**config.mk**
```make
export PLATFORM = sky130hd
export DESIGN_NAME = swcms_col
export DESIGN_NICKNAME = d
export VERILOG_FILES = /design/src/design/swcms_pkg.sv /design/src/design/swcms_col.sv
export SDC_FILE = /design/constraint.sdc
export NUM_CORES = 1
export LEC_CHECK = 0
export ABC_AREA = 1
export BUFFER_PORTS_ARGS = -buffer_cell sky130_fd_sc_hd__clkbuf_2
export CAP_MARGIN = 40
export CORE_MARGIN = 2
export CORE_UTILIZATION = 29
export DETAILED_ROUTE_END_ITERATION = 8
export MAX_ROUTING_LAYER = met4
export PLACE_DENSITY = 0.77
export SLEW_MARGIN = 20
export SYNTH_ARGS = -nofsm -noshare
export SYNTH_HDL_FRONTEND = slang
export SYNTH_SLANG_ARGS = --single-unit
```
**constraint.sdc**
```tcl
create_clock -name i_clk -period 0.8 [get_ports i_clk]
set_clock_uncertainty 0.05 [all_clocks]
set_input_delay 0.08 -clock i_clk [delete_from_list [all_inputs] [get_ports i_clk]]
set_output_delay 0.08 -clock i_clk [all_outputs]
set_load 0.02 [all_outputs]
```
**src/design/swcms_pkg.sv**
```systemverilog
package swcms_pkg;

    // Fixed field and register widths
    localparam int KEY_W   = 32;
    localparam int TS_W    = 32;
    localparam int OUT_W   = 32;
    localparam int DATA_W  = 32;
    localparam int ADDR_W  = 3;
    localparam int SHIFT_W = 5;

    // Period buckets per column and the width of a period number
    localparam int PERIODS  = 8;
    localparam int PER_W    = 3;
    localparam int NUM_ROWS = 3;

    localparam logic [SHIFT_W-1:0] SHIFT_RESET = 5'd16;

    // Word index of the period shift register (paddr bit above the byte offset)
    localparam logic REG_PERIOD_SHIFT = 1'b0;

    typedef logic [1:0] t_row;

    localparam t_row ROW_0    = 2'd0;
    localparam t_row ROW_1    = 2'd1;
    localparam t_row ROW_2    = 2'd2;
    localparam t_row ROW_LAST = ROW_2;

    typedef enum logic [7:0] {
        S_CLR  = 8'b0000_0001,
        S_IDLE = 8'b0000_0010,
        S_HASH = 8'b0000_0100,
        S_RD   = 8'b0000_1000,
        S_M1   = 8'b0001_0000,
        S_M2   = 8'b0010_0000,
        S_M3   = 8'b0100_0000,
        S_EST  = 8'b1000_0000
    } t_state;

    // Stage enables for the column update datapath
    typedef struct packed {
        logic m1;
        logic m2;
        logic m3;
        logic est;
        logic first;
    } t_upd_ctl;

endpackage

```
**src/design/swcms_col.sv**
```systemverilog
module swcms_col
    import swcms_pkg::*;
#(
    parameter int COLUMNS = 1024,
    localparam int CB     = $clog2(COLUMNS)
) (
    input  logic             i_clk,
    input  logic             i_rst_n,
    input  logic             i_start,
    input  logic [KEY_W-1:0] i_hash [NUM_ROWS],
    output logic             o_done,
    output logic [CB-1:0]    o_col  [NUM_ROWS]
);

    if ((COLUMNS & (COLUMNS - 1)) == 0) begin : g_mask

        logic          r_done;
        logic [CB-1:0] r_col [NUM_ROWS];

        // Power-of-two column count: keep the low hash bits
        always_ff @(posedge i_clk) begin
            if (!i_rst_n) begin
                r_done <= 1'b0;
            end else begin
                r_done <= i_start;
            end
        end

        always_ff @(posedge i_clk) begin
            if (i_start) begin
                for (int r = 0; r < NUM_ROWS; r++) begin
                    r_col[r] <= i_hash[r][CB-1:0];
                end
            end
        end

        assign o_done = r_done;
        assign o_col  = r_col;

    end else begin : g_div

        // Quotient by reciprocal: q = (x * Recip) >> (KEY_W + CB), exact for 32-bit x.
        // Only the low CB bits of q and of q * COLUMNS are needed for the remainder.
        localparam int LoW = 17;
        localparam int HiW = 16;
        localparam int PW  = KEY_W + 2 * CB;
        localparam longint unsigned Scale = 64'd1 << (KEY_W + CB);
        localparam longint unsigned Recip =
            (Scale + 64'(COLUMNS) - 64'd1) / 64'(COLUMNS);
        localparam logic [LoW-1:0] RecipLo = LoW'(Recip);
        localparam logic [HiW-1:0] RecipHi = HiW'(Recip >> LoW);
        localparam logic [CB-1:0]  ModLow  = CB'(COLUMNS);

        logic [3:0]        r_vld;
        logic              r_done;
        logic [KEY_W-1:0]  r_x   [NUM_ROWS];
        logic [PW-1:0]     r_plo [NUM_ROWS];
        logic [PW-LoW-1:0] r_phi [NUM_ROWS];
        logic [PW-1:0]     prod  [NUM_ROWS];
        logic [CB-1:0]     r_q   [NUM_ROWS];
        logic [CB-1:0]     r_qd  [NUM_ROWS];
        logic [CB-1:0]     r_rem [NUM_ROWS];

        // Join the two partial products
        always_comb begin
            for (int r = 0; r < NUM_ROWS; r++) begin
                prod[r] = {r_phi[r], {LoW{1'b0}}} + r_plo[r];
            end
        end

        // Advance the stage marks; o_done rises as the remainder is ready
        always_ff @(posedge i_clk) begin
            if (!i_rst_n) begin
                r_vld  <= '0;
                r_done <= 1'b0;
            end else begin
                r_vld  <= {r_vld[2:0], i_start};
                r_done <= r_vld[3];
            end
        end

        // Hold the hash, multiply, take the quotient bits, multiply back, subtract
        always_ff @(posedge i_clk) begin
            for (int r = 0; r < NUM_ROWS; r++) begin
                if (i_start) begin
                    r_x[r] <= i_hash[r];
                end
                r_plo[r] <= PW'(r_x[r]) * PW'(RecipLo);
                r_phi[r] <= (PW-LoW)'(r_x[r]) * (PW-LoW)'(RecipHi);
                r_q[r]   <= prod[r][KEY_W+CB +: CB];
                r_qd[r]  <= r_q[r] * ModLow;
                r_rem[r] <= r_x[r][CB-1:0] - r_qd[r];
            end
        end

        assign o_done = r_done;
        assign o_col  = r_rem;

    end

endmodule

```
==> metrics <==
status=finished with violations; failing checks=negative setup slack; max-slew violation count=0; grt total ovfl=0; Synthesis Warnings=0; core area=3050 um2; Worst path slowest cell=edfxtp_1; period utilization=125%; WP buf/inv=1; Max-cap violations=0; Layout Nets=234; ant diodes=0; CTS tree=done; CP Class=reg2out; GPL Wtd Cong=0.676; Initial Util=30.4%; setup tns final=-5.68 ns; crit path cell chain=buf_6; HPWL after DPL=1410 um; DRT iter0 DRCs=18; worst min-delay path class=in2reg; drt via density=3.89; count of input and output buffers=63; Critical Path RT=0.67 ns; post-CTS setup buffer count=0; clk buf depth=2; WP data arrival=0.87 ns; final number of hold-violating endpoints=0; clk slew on worst S/H paths=0.09 ns; Wirelength per Cell=12.8 um; Row Count=20; Final min period=1.00 ns; Synthesized Nets=132; Die W=60.6 um; Synth Area per Inst=28.1 um2; Routed WL=2310 um; post-synthesis sequential area ratio=99.2%; Root Buffer=clkbuf_4; hold_ws=0.115 ns; 1st-pass router iterations=2; fin cells=180; post-synthesis cell count=33; Worst Setup End Kind=output pin; Die H=60.6 um; Mapped Area=928 um2; slowest stage delay, CP=0.40 ns; layout cells sized above 1=52.2%; slack of the critical path=-0.204 ns; Fill cells=249; Ports=130; Peak Freq=0.996 GHz; CP delay by family, top=flip-flops; # setup viols final=31; largest net degree at the start of global routing=32; Peak VDD IR=1.13 mV; Slew @ Worst Pin=0.164 ns; layout overhead on the synthesized area=97.6%; leakage=0.787 nW; initial antenna violation count=0; antenna viol nets, final=0; Max FO, Critical Path=1; vias in the first global route=786; Cell variety after synth=4; GR Util All Layers=13.7%; global-route wire length before repair=3320 um; Critical Path Start Type=flip-flop; PwrDens=1870 nW/um2; worst relative slew slack=89.0%; Sinks on Clock Net=31; FF+latch count, synth=31; cts bufs inserted=5; die footprint=3670 um2; unrepaired setup endpoints after global routing=true; DRC errors left=0; H-tree levels=2; Cells after DPL=141; via count=700
-- report_power, final --
part	leakage (nW)	total [mW]	switching [mW]	internal [mW]
logic	0.456	0.632	0.280	0.352
clock network	0.0293	0.831	0.490	0.342
registers	0.302	1.97	0.0514	1.92
-- final timing paths --
check              endpoint  depth (start not counted)  startpoint
setup / recovery  o_col[18]                          1   o_col[18]
hold / removal       o_done                          4     i_start
-- state kept, by name, summed over array words and instances (netlist names) --
name and cells:
o_col 30, o_done 1
-- area by class of cell --
type / instances / area, um2 / area share, %
clock buffer: 7 / 45.0 / 2.46
clock inverter: 1 / 5.00 / 0.273
inverter: 1 / 3.75 / 0.205
multi-input combinational: 1 / 3.75 / 0.205
sequential: 31 / 922 / 50.3
tap: 44 / 55.1 / 3.00
timing repair buffer: 95 / 800 / 43.6
-- cells by family (layout without fill, tap and decap cells) --
logic type	Yosys count	after routing	synth area share [%]
flip-flops	31	31	99.2
AND/OR/NAND/NOR	1	1	0.404
buffers and inverters	1	104	0.404
-- placed cells by master, fill, tap and decap left out --
cell type	n
clkbuf_4	5
dfxtp_2	1
edfxtp_1	30
dlygate4sd3_1	31
clkinv_2	1
clkbuf_1	2
clkbuf_2	32
buf_8	1
buf_6	23
inv_1	1
buf_2	7
nand2_1	1
buf_12	1
-- timing repair --
action,in CTS,in global routing
setup endpoints to repair,31,31
gates resized for setup,3,77
hold buffers,31,0
pin swaps,0,0
endpoints found under the hold margin,31,0
-- per-layer routing --
layer / wire length, um / vias to the layer above / global-route usage, %
li1: - / 333 / -
met1: 815 / 312 / 12.8
met2: 1200 / 53 / 23.5
met3: 277 / 2 / 7.89
met4: 14 / 0 / 4.66
met5: 0 / - / -
-- stage by stage --
step,util (%),instance area [um2],total power [mW],worst slack (ns)
global route,60.1,1830,3.60,-0.267
floorplan,-,928,2.16,0.221
detailed placement,43.2,1320,2.39,0.0491
finish,60.1,1830,3.44,-0.204
CTS,55.3,1690,3.34,-0.223
global placement,43.2,1320,2.38,0.0590
-- cells in the mapped netlist (all sizes together) --
cell type | count | area (um2)
edfxtp | 30 | 901
dfxtp | 1 | 20.0
inv | 1 | 3.75
nand2 | 1 | 3.75
Note: power is estimated with default switching activity, not from simulation.
