===== src/design/swcms_pkg.sv =====
package swcms_pkg;

    // Fixed field and register widths
    localparam int KEY_W   = 32;
    localparam int TS_W    = 32;
    localparam int OUT_W   = 32;
    localparam int DATA_W  = 32;
    localparam int ADDR_W  = 3;
    localparam int SHIFT_W = 5;

    // Period buckets per column and the width of a period number
    localparam int PERIODS  = 8;
    localparam int PER_W    = 3;
    localparam int NUM_ROWS = 3;

    localparam logic [SHIFT_W-1:0] SHIFT_RESET = 5'd16;

    // Word index of the period shift register (paddr bit above the byte offset)
    localparam logic REG_PERIOD_SHIFT = 1'b0;

    typedef logic [1:0] t_row;

    localparam t_row ROW_0    = 2'd0;
    localparam t_row ROW_1    = 2'd1;
    localparam t_row ROW_2    = 2'd2;
    localparam t_row ROW_LAST = ROW_2;

    typedef enum logic [7:0] {
        S_CLR  = 8'b0000_0001,
        S_IDLE = 8'b0000_0010,
        S_HASH = 8'b0000_0100,
        S_RD   = 8'b0000_1000,
        S_M1   = 8'b0001_0000,
        S_M2   = 8'b0010_0000,
        S_M3   = 8'b0100_0000,
        S_EST  = 8'b1000_0000
    } t_state;

    // Stage enables for the column update datapath
    typedef struct packed {
        logic m1;
        logic m2;
        logic m3;
        logic est;
        logic first;
    } t_upd_ctl;

endpackage


===== src/design/swcms_upd.sv =====
module swcms_upd
    import swcms_pkg::*;
#(
    parameter int COUNT_WIDTH = 32,
    localparam int CW         = COUNT_WIDTH,
    localparam int WordW      = PERIODS * CW + PER_W + CW
) (
    input  logic             i_clk,
    input  t_upd_ctl         i_ctl,
    input  logic [PER_W-1:0] i_per,
    input  logic [WordW-1:0] i_rd_data,
    output logic [WordW-1:0] o_wr_data,
    output logic [CW-1:0]    o_min
);

    localparam logic [CW-1:0] CntMax = '1;
    localparam int TotLsb = 0;
    localparam int PerLsb = CW;
    localparam int BkLsb  = CW + PER_W;
    localparam logic [PER_W:0] SpanMax = (PER_W + 1)'(PERIODS);

    logic [PER_W-1:0] last_per;
    logic [PER_W-1:0] span;
    logic             same;
    logic [CW-1:0]    old_tot;
    logic [PER_W-1:0] off_last [PERIODS];
    logic [PER_W-1:0] off_cur  [PERIODS];
    logic [CW-1:0]    bk       [PERIODS];
    logic [CW-1:0]    n_bk     [PERIODS];
    logic [CW-1:0]    masked   [PERIODS];
    logic [CW:0]      pair     [PERIODS/2];
    logic [CW+2:0]    sum;
    logic [CW-1:0]    tot;
    logic [CW:0]      est_sum;
    logic [CW-1:0]    est;

    logic [CW-1:0]    r_bk     [PERIODS];
    logic             r_same;
    logic [CW-1:0]    r_old_tot;
    logic [CW:0]      r_pair   [PERIODS/2];
    logic [CW+1:0]    r_quad   [2];
    logic [CW-1:0]    r_cur;
    logic [CW-1:0]    r_tot;
    logic [CW-1:0]    r_min;

    // Update the buckets of the column word and pick those that fold into the total
    always_comb begin
        last_per = i_rd_data[PerLsb +: PER_W];
        old_tot  = i_rd_data[TotLsb +: CW];
        same     = (i_per == last_per);
        span     = i_per - last_per;
        for (int j = 0; j < PERIODS; j++) begin
            bk[j]       = i_rd_data[BkLsb + j*CW +: CW];
            off_last[j] = PER_W'(j) - last_per;
            off_cur[j]  = PER_W'(j) - i_per;
            if (PER_W'(j) == i_per) begin
                if (same) begin
                    n_bk[j] = (bk[j] == CntMax) ? CntMax : bk[j] + CW'(1);
                end else begin
                    n_bk[j] = CW'(1);
                end
            end else if (!same && (off_last[j] != '0) && (off_last[j] < span)) begin
                n_bk[j] = '0;
            end else begin
                n_bk[j] = bk[j];
            end
            if (!same && (off_cur[j] != '0)
                    && (({1'b0, off_cur[j]} + {1'b0, span}) <= SpanMax)) begin
                masked[j] = bk[j];
            end else begin
                masked[j] = '0;
            end
        end
        for (int p = 0; p < PERIODS/2; p++) begin
            pair[p] = {1'b0, masked[2*p]} + {1'b0, masked[2*p+1]};
        end
    end

    // Final sum and clamp (old total kept when the period is unchanged), and the word written back
    always_comb begin
        sum = {1'b0, r_quad[0]} + {1'b0, r_quad[1]};
        if (r_same) begin
            tot = r_old_tot;
        end else if (sum > (CW+3)'(CntMax)) begin
            tot = CntMax;
        end else begin
            tot = sum[CW-1:0];
        end
        o_wr_data[TotLsb +: CW]    = tot;
        o_wr_data[PerLsb +: PER_W] = i_per;
        for (int j = 0; j < PERIODS; j++) begin
            o_wr_data[BkLsb + j*CW +: CW] = r_bk[j];
        end
    end

    // Row estimate: current bucket plus older total, saturated
    always_comb begin
        est_sum = {1'b0, r_cur} + {1'b0, r_tot};
        est     = est_sum[CW] ? CntMax : est_sum[CW-1:0];
    end

    // Stage registers
    always_ff @(posedge i_clk) begin
        if (i_ctl.m1) begin
            r_bk      <= n_bk;
            r_same    <= same;
            r_old_tot <= old_tot;
            r_pair    <= pair;
        end
        if (i_ctl.m2) begin
            r_quad[0] <= {1'b0, r_pair[0]} + {1'b0, r_pair[1]};
            r_quad[1] <= {1'b0, r_pair[2]} + {1'b0, r_pair[3]};
        end
        if (i_ctl.m3) begin
            r_cur <= r_bk[i_per];
            r_tot <= tot;
        end
        if (i_ctl.est) begin
            if (i_ctl.first || (est < r_min)) begin
                r_min <= est;
            end
        end
    end

    assign o_min = r_min;

endmodule


===== config.mk =====
export PLATFORM = sky130hd
export DESIGN_NAME = swcms_upd
export DESIGN_NICKNAME = d
export VERILOG_FILES = /design/src/design/swcms_pkg.sv /design/src/design/swcms_upd.sv
export SDC_FILE = /design/constraint.sdc
export NUM_CORES = 2
export LEC_CHECK = 0
export BUFFER_PORTS_ARGS = -buffer_cell sky130_fd_sc_hd__buf_2
export CAP_MARGIN = 20
export CELL_PAD_IN_SITES_DETAIL_PLACEMENT = 1
export CELL_PAD_IN_SITES_GLOBAL_PLACEMENT = 2
export CORE_MARGIN = 1.5
export CORE_UTILIZATION = 35
export DETAILED_ROUTE_END_ITERATION = 7
export PLACE_DENSITY_LB_ADDON = 0.1
export SLEW_MARGIN = 20
export SYNTH_ARGS = -nofsm -noshare
export SYNTH_HDL_FRONTEND = slang
export SYNTH_SLANG_ARGS = --single-unit
export TNS_END_PERCENT = 100

===== constraint.sdc =====
create_clock -name i_clk -period 16.9 [get_ports i_clk]
set_input_delay 3.38 -clock i_clk [delete_from_list [all_inputs] [get_ports i_clk]]
set_output_delay 3.38 -clock i_clk [all_outputs]
set_load 0.1 [all_outputs]

==> summary by stage <==
Placed design
The worst setup slack before clock tree synthesis is 6.49 ns. The number of port buffers is 622. The post-detailed-placement cell area is 49,500 um^2. The global placement routability congestion is 0.969. The number of cells after detailed placement is 7,050. Once detailed placement completed, the half-perimeter wirelength came to 163 mm.

Clocking
The clock net in this run drives a total of 585 sinks. After clock tree synthesis, the clock-pin slew on the worst setup and hold paths is 0.06 ns. The post-cts hold buffer count is 0. The clock tree buffer depth is 3. The number of buffers created by CTS is 78. The CTS H-tree depth is 3. The clock reaches the later pin of the worst-skew pair after 0.69 ns.

The number of gates resized after CTS is 0. The clock root buffer master is sky130_fd_sc_hd__clkbuf_16. The number of setup buffers added after CTS is 0. TritonCTS built the clock tree.

Power
The internal power of the cells totals 4.52 mW. The analysis attributes to cell leakage a power of 21.6 nW. Of the total power, the share spent switching nets is 0.493. The combinational cell fraction of total power is 0.540.

The worst-case IR drop observed on VDD is 0.0717 mV. The part of the total power dissipated in the clock network is 0.191. Of the total power, registers draw 0.269. The power per cell area is 171 nW/um^2. The net switching power is 4.40 mW.

STA
The top achievable clock speed is 102 MHz. The setup TNS is 0 ns. The smallest setup slack after layout is 7.06 ns.

The clock arrives with 0.0325 ns of skew. Setup violations remaining at the end of the flow were counted as 0. Setup repair after global routing left no endpoint under its margin. The worst-case headroom to the max-slew limit is 0.261. The routed design could run at a clock period as short as 9.84 ns. The slew of the pin with the lowest slew margin is 1.11 ns. The fraction of the cycle the final worst path needs is 0.582. The final-report max-slew violation count came to 0. The final-report hold violation count was 0.

Final layout
After the last flow step, the layout net total stands at 6,129. Leaving out fill and tap cells, the most frequent cell in the layout is sky130_fd_sc_hd__buf_2. In the layout the commonest cells are sky130_fd_sc_hd__buf_2, sky130_fd_sc_hd__edfxtp_1, sky130_fd_sc_hd__o21ai_0. The count of filler cells inserted in the layout is 14,700. The area overhead of the layout relative to synthesis is 17.1%. The fraction of final layout cells with drive strength greater than 1 is 0.163.

The area of all placed cells without fillers is 52,200 um^2. The finished layout holds 7,214 standard cells, fillers aside.

Critical path
The critical path starts at i_per[0]. The worst setup path is of the input pin to register kind. The biggest fanout along the worst timing path is 18. The critical path endpoint category is a register. The largest delay contributor family on the critical path is compound AO/OA/AOI/OAI gates. The start of the worst register-to-register path is r_cur[0]. Data on the critical path is required at its endpoint by 17.31 ns. The critical path buffer and inverter count is 3. The slowest stage of the critical path is the sky130_fd_sc_hd__mux2i_2 cell. The largest stage delay on the critical path is 0.88 ns.

Walking the worst path, the cells encountered are buf_4, inv_1, ha_1, inv_1, fa_1, xor2_1, o21ai_0, mux2i_2, nor2_1, and2_1, ha_1, fa_1, a211oi_1, o21a_1, o211ai_1, nand3b_1, a21oi_1, a31o_2, a41o_1, o41ai_1, o21ai_0. The data arrival at the endpoint of the critical path is 10.25 ns. The startpoint type of the worst setup path is an input pin.

Routing
After detailed routing, the average wire length per cell comes to 28.0 um. The remaining antenna violation count is 0. For this run, the detailed router's first-pass iteration total came to 7. The starting DRC count in detailed routing is 3,645. Using the TritonRoute via totals, the vias-per-cell ratio works out to 5.84.

Across all layers, the routed design uses 42,100 vias. Wires add up to 202 mm. The remaining design rule violation count is 0.

Yosys
Yosys mapped a number of flops with a built-in enable equal to 585. By area the synthesized netlist is led by sky130_fd_sc_hd__edfxtp_1, sky130_fd_sc_hd__ha_1, sky130_fd_sc_hd__o21ai_0. In the synthesized netlist the dominant register cell turns out to be sky130_fd_sc_hd__edfxtp_1. The mean instance size in the synthesized netlist is 9.08 um^2. The cell area after technology mapping is 44,600 um^2. The async set-reset flop share out of synthesis is 0. Summed over all instances, the cell type with the most area after synthesis is sky130_fd_sc_hd__edfxtp_1.

The post-synthesis instance total is 4,907. The Yosys step of the flow raised 0 warnings. In this run, synthesis produced a sequential element count of 585. The number of distinct library cells after synthesis is 90.

Counting every net in the synthesized netlist gives 5,556. Of the post-synthesis cell area, the dominant cell type holds 0.394. The share of synthesized area occupied by flip-flops and latches is 0.394.

Hold path
The min-delay analysis places its worst path in the category register to register. The startpoint of the most critical hold path is r_pair[99].

Outcome
The run finished with clean final reports.

Floorplanning
The core area is 126,000 um^2. Measured along the y axis, the die boundary spans 360 um. For this configuration, the core starts out at a cell density of 0.354. Pin placement for this block handled 623 I/O pins.

In this run the core area contains 130 standard-cell rows. The die area is 129,000 um^2. Measured along the x axis, the die boundary spans 360 um.

Global route
The number of antenna violations at the first check in global routing is 67. For this run, the total global-route usage over all layers was measured as 0.301. Global routing finished with a remaining overflow of 0. The via count of the first global-routing pass is 41,100. The wire length of the first global-routing pass is 288 mm. Entering global routing, the biggest net connects 147 pins.

Run
Max-cap violations in this run came to 0.
-- power groups by stage --
| stage | clock [mW] | combinational (mW) | sequential, mW |
|---|---|---|---|
| finish | 1.70 | 4.82 | 2.39 |
| global route | 1.78 | 5.17 | 2.41 |
| CTS | 1.73 | 4.82 | 2.39 |
| detailed placement | 0 | 4.79 | 2.41 |
| global placement | 0 | 4.76 | 2.41 |
| floorplan | 0 | 2.64 | 3.10 |
-- worst reg2reg max path, stage by stage (launching register included) --
cell and delay (ns):
sky130_fd_sc_hd__edfxtp_1 0.38, sky130_fd_sc_hd__ha_1 0.25, sky130_fd_sc_hd__fa_1 0.41, sky130_fd_sc_hd__nand3_1 0.10, sky130_fd_sc_hd__a2111oi_0 0.11, sky130_fd_sc_hd__nor3_1 0.49, sky130_fd_sc_hd__o21ai_1 0.28, sky130_fd_sc_hd__nor4_1 0.41
sky130_fd_sc_hd__o31ai_1 0.24, sky130_fd_sc_hd__a21o_1 0.33, sky130_fd_sc_hd__nand2_1 0.09, sky130_fd_sc_hd__buf_4 0.31, sky130_fd_sc_hd__nand2_1 0.16, sky130_fd_sc_hd__ha_1 0.33, sky130_fd_sc_hd__a21o_1 0.16, sky130_fd_sc_hd__a21o_1 0.17
sky130_fd_sc_hd__a21oi_1 0.13, sky130_fd_sc_hd__o21ai_0 0.11, sky130_fd_sc_hd__a21oi_1 0.18, sky130_fd_sc_hd__nor2b_1 0.06, sky130_fd_sc_hd__o21ai_0 0.27, sky130_fd_sc_hd__o311ai_0 0.38, sky130_fd_sc_hd__a22oi_2 0.57, sky130_fd_sc_hd__buf_4 0.44
-- synth_stat cells, drive strengths merged, types with 92 or more instances --
cell type,n
o21ai,567
a31oi,92
clkbuf,147
nand2,458
a21oi,391
ha,335
edfxtp,585
inv,228
nor2,430
a21o,105
nand3,147
xnor2,149
and2,249
nor3,184
-- flip-flops by register name (all words and copies together) (netlist names) --
register and flops:
r_old_tot 32, r_quad 68, o_min 32, r_tot 32
r_cur 32, r_same 1, o_wr_data 256, r_pair 132
-- path summary, 6_finish.rpt --
kind              depth (start not counted)           end  slack (ns)
setup / recovery                         21    r_pair[32]        7.06
hold reg to reg                           1  r_quad[0][0]        0.56
setup reg to reg                         23     o_min[28]       10.18
hold / removal                            1  r_quad[0][0]        0.56
-- per-stage QoR --
| step | power [mW] | util | hold WS, ns |
|---|---|---|---|
| after floorplan | 5.74 | - | 0.513 |
| after global placement | 7.17 | 0.394 | 0.545 |
| after detailed placement | 7.20 | 0.394 | 0.542 |
| after CTS | 8.94 | 0.414 | 0.566 |
| after global routing | 9.35 | 0.414 | 0.578 |
| final | 8.92 | 0.414 | 0.557 |
-- cells by family (layout without fill, tap and decap cells) --
kind of cell | after synthesis | in the layout | share of synthesized area
AO/OA/AOI/OAI | 1485 | 1485 | 0.199
XOR/XNOR | 210 | 210 | 0.0413
adder cells (fa/ha/maj) | 350 | 350 | 0.101
buffers and inverters | 408 | 1043 | 0.0350
flip-flops | 585 | 585 | 0.394
multiplexers | 69 | 69 | 0.0335
other | 0 | 22 | 0
AND/OR/NAND/NOR | 1800 | 1800 | 0.196
-- metal layers --
metal / up-vias / track usage / wire length (um)
met5: - / 0 / 152
met4: 28 / 0.0871 / 5640
met3: 239 / 0.0409 / 13500
met2: 1463 / 0.461 / 87800
met1: 21100 / 0.441 / 94600
li1: 19300 / - / -
-- final cells by class --
class / instances / area (um^2) / share of cell area
multi-input combinational: 3914 / 25500 / 0.490
sequential: 585 / 17600 / 0.337
timing repair buffer: 672 / 3520 / 0.0675
clock buffer: 96 / 2080 / 0.0399
tap: 1650 / 2060 / 0.0396
inverter: 229 / 860 / 0.0165
clock inverter: 46 / 465 / 0.00892
antenna: 22 / 55.1 / 0.00106
Power figures use the tool's default switching activity.
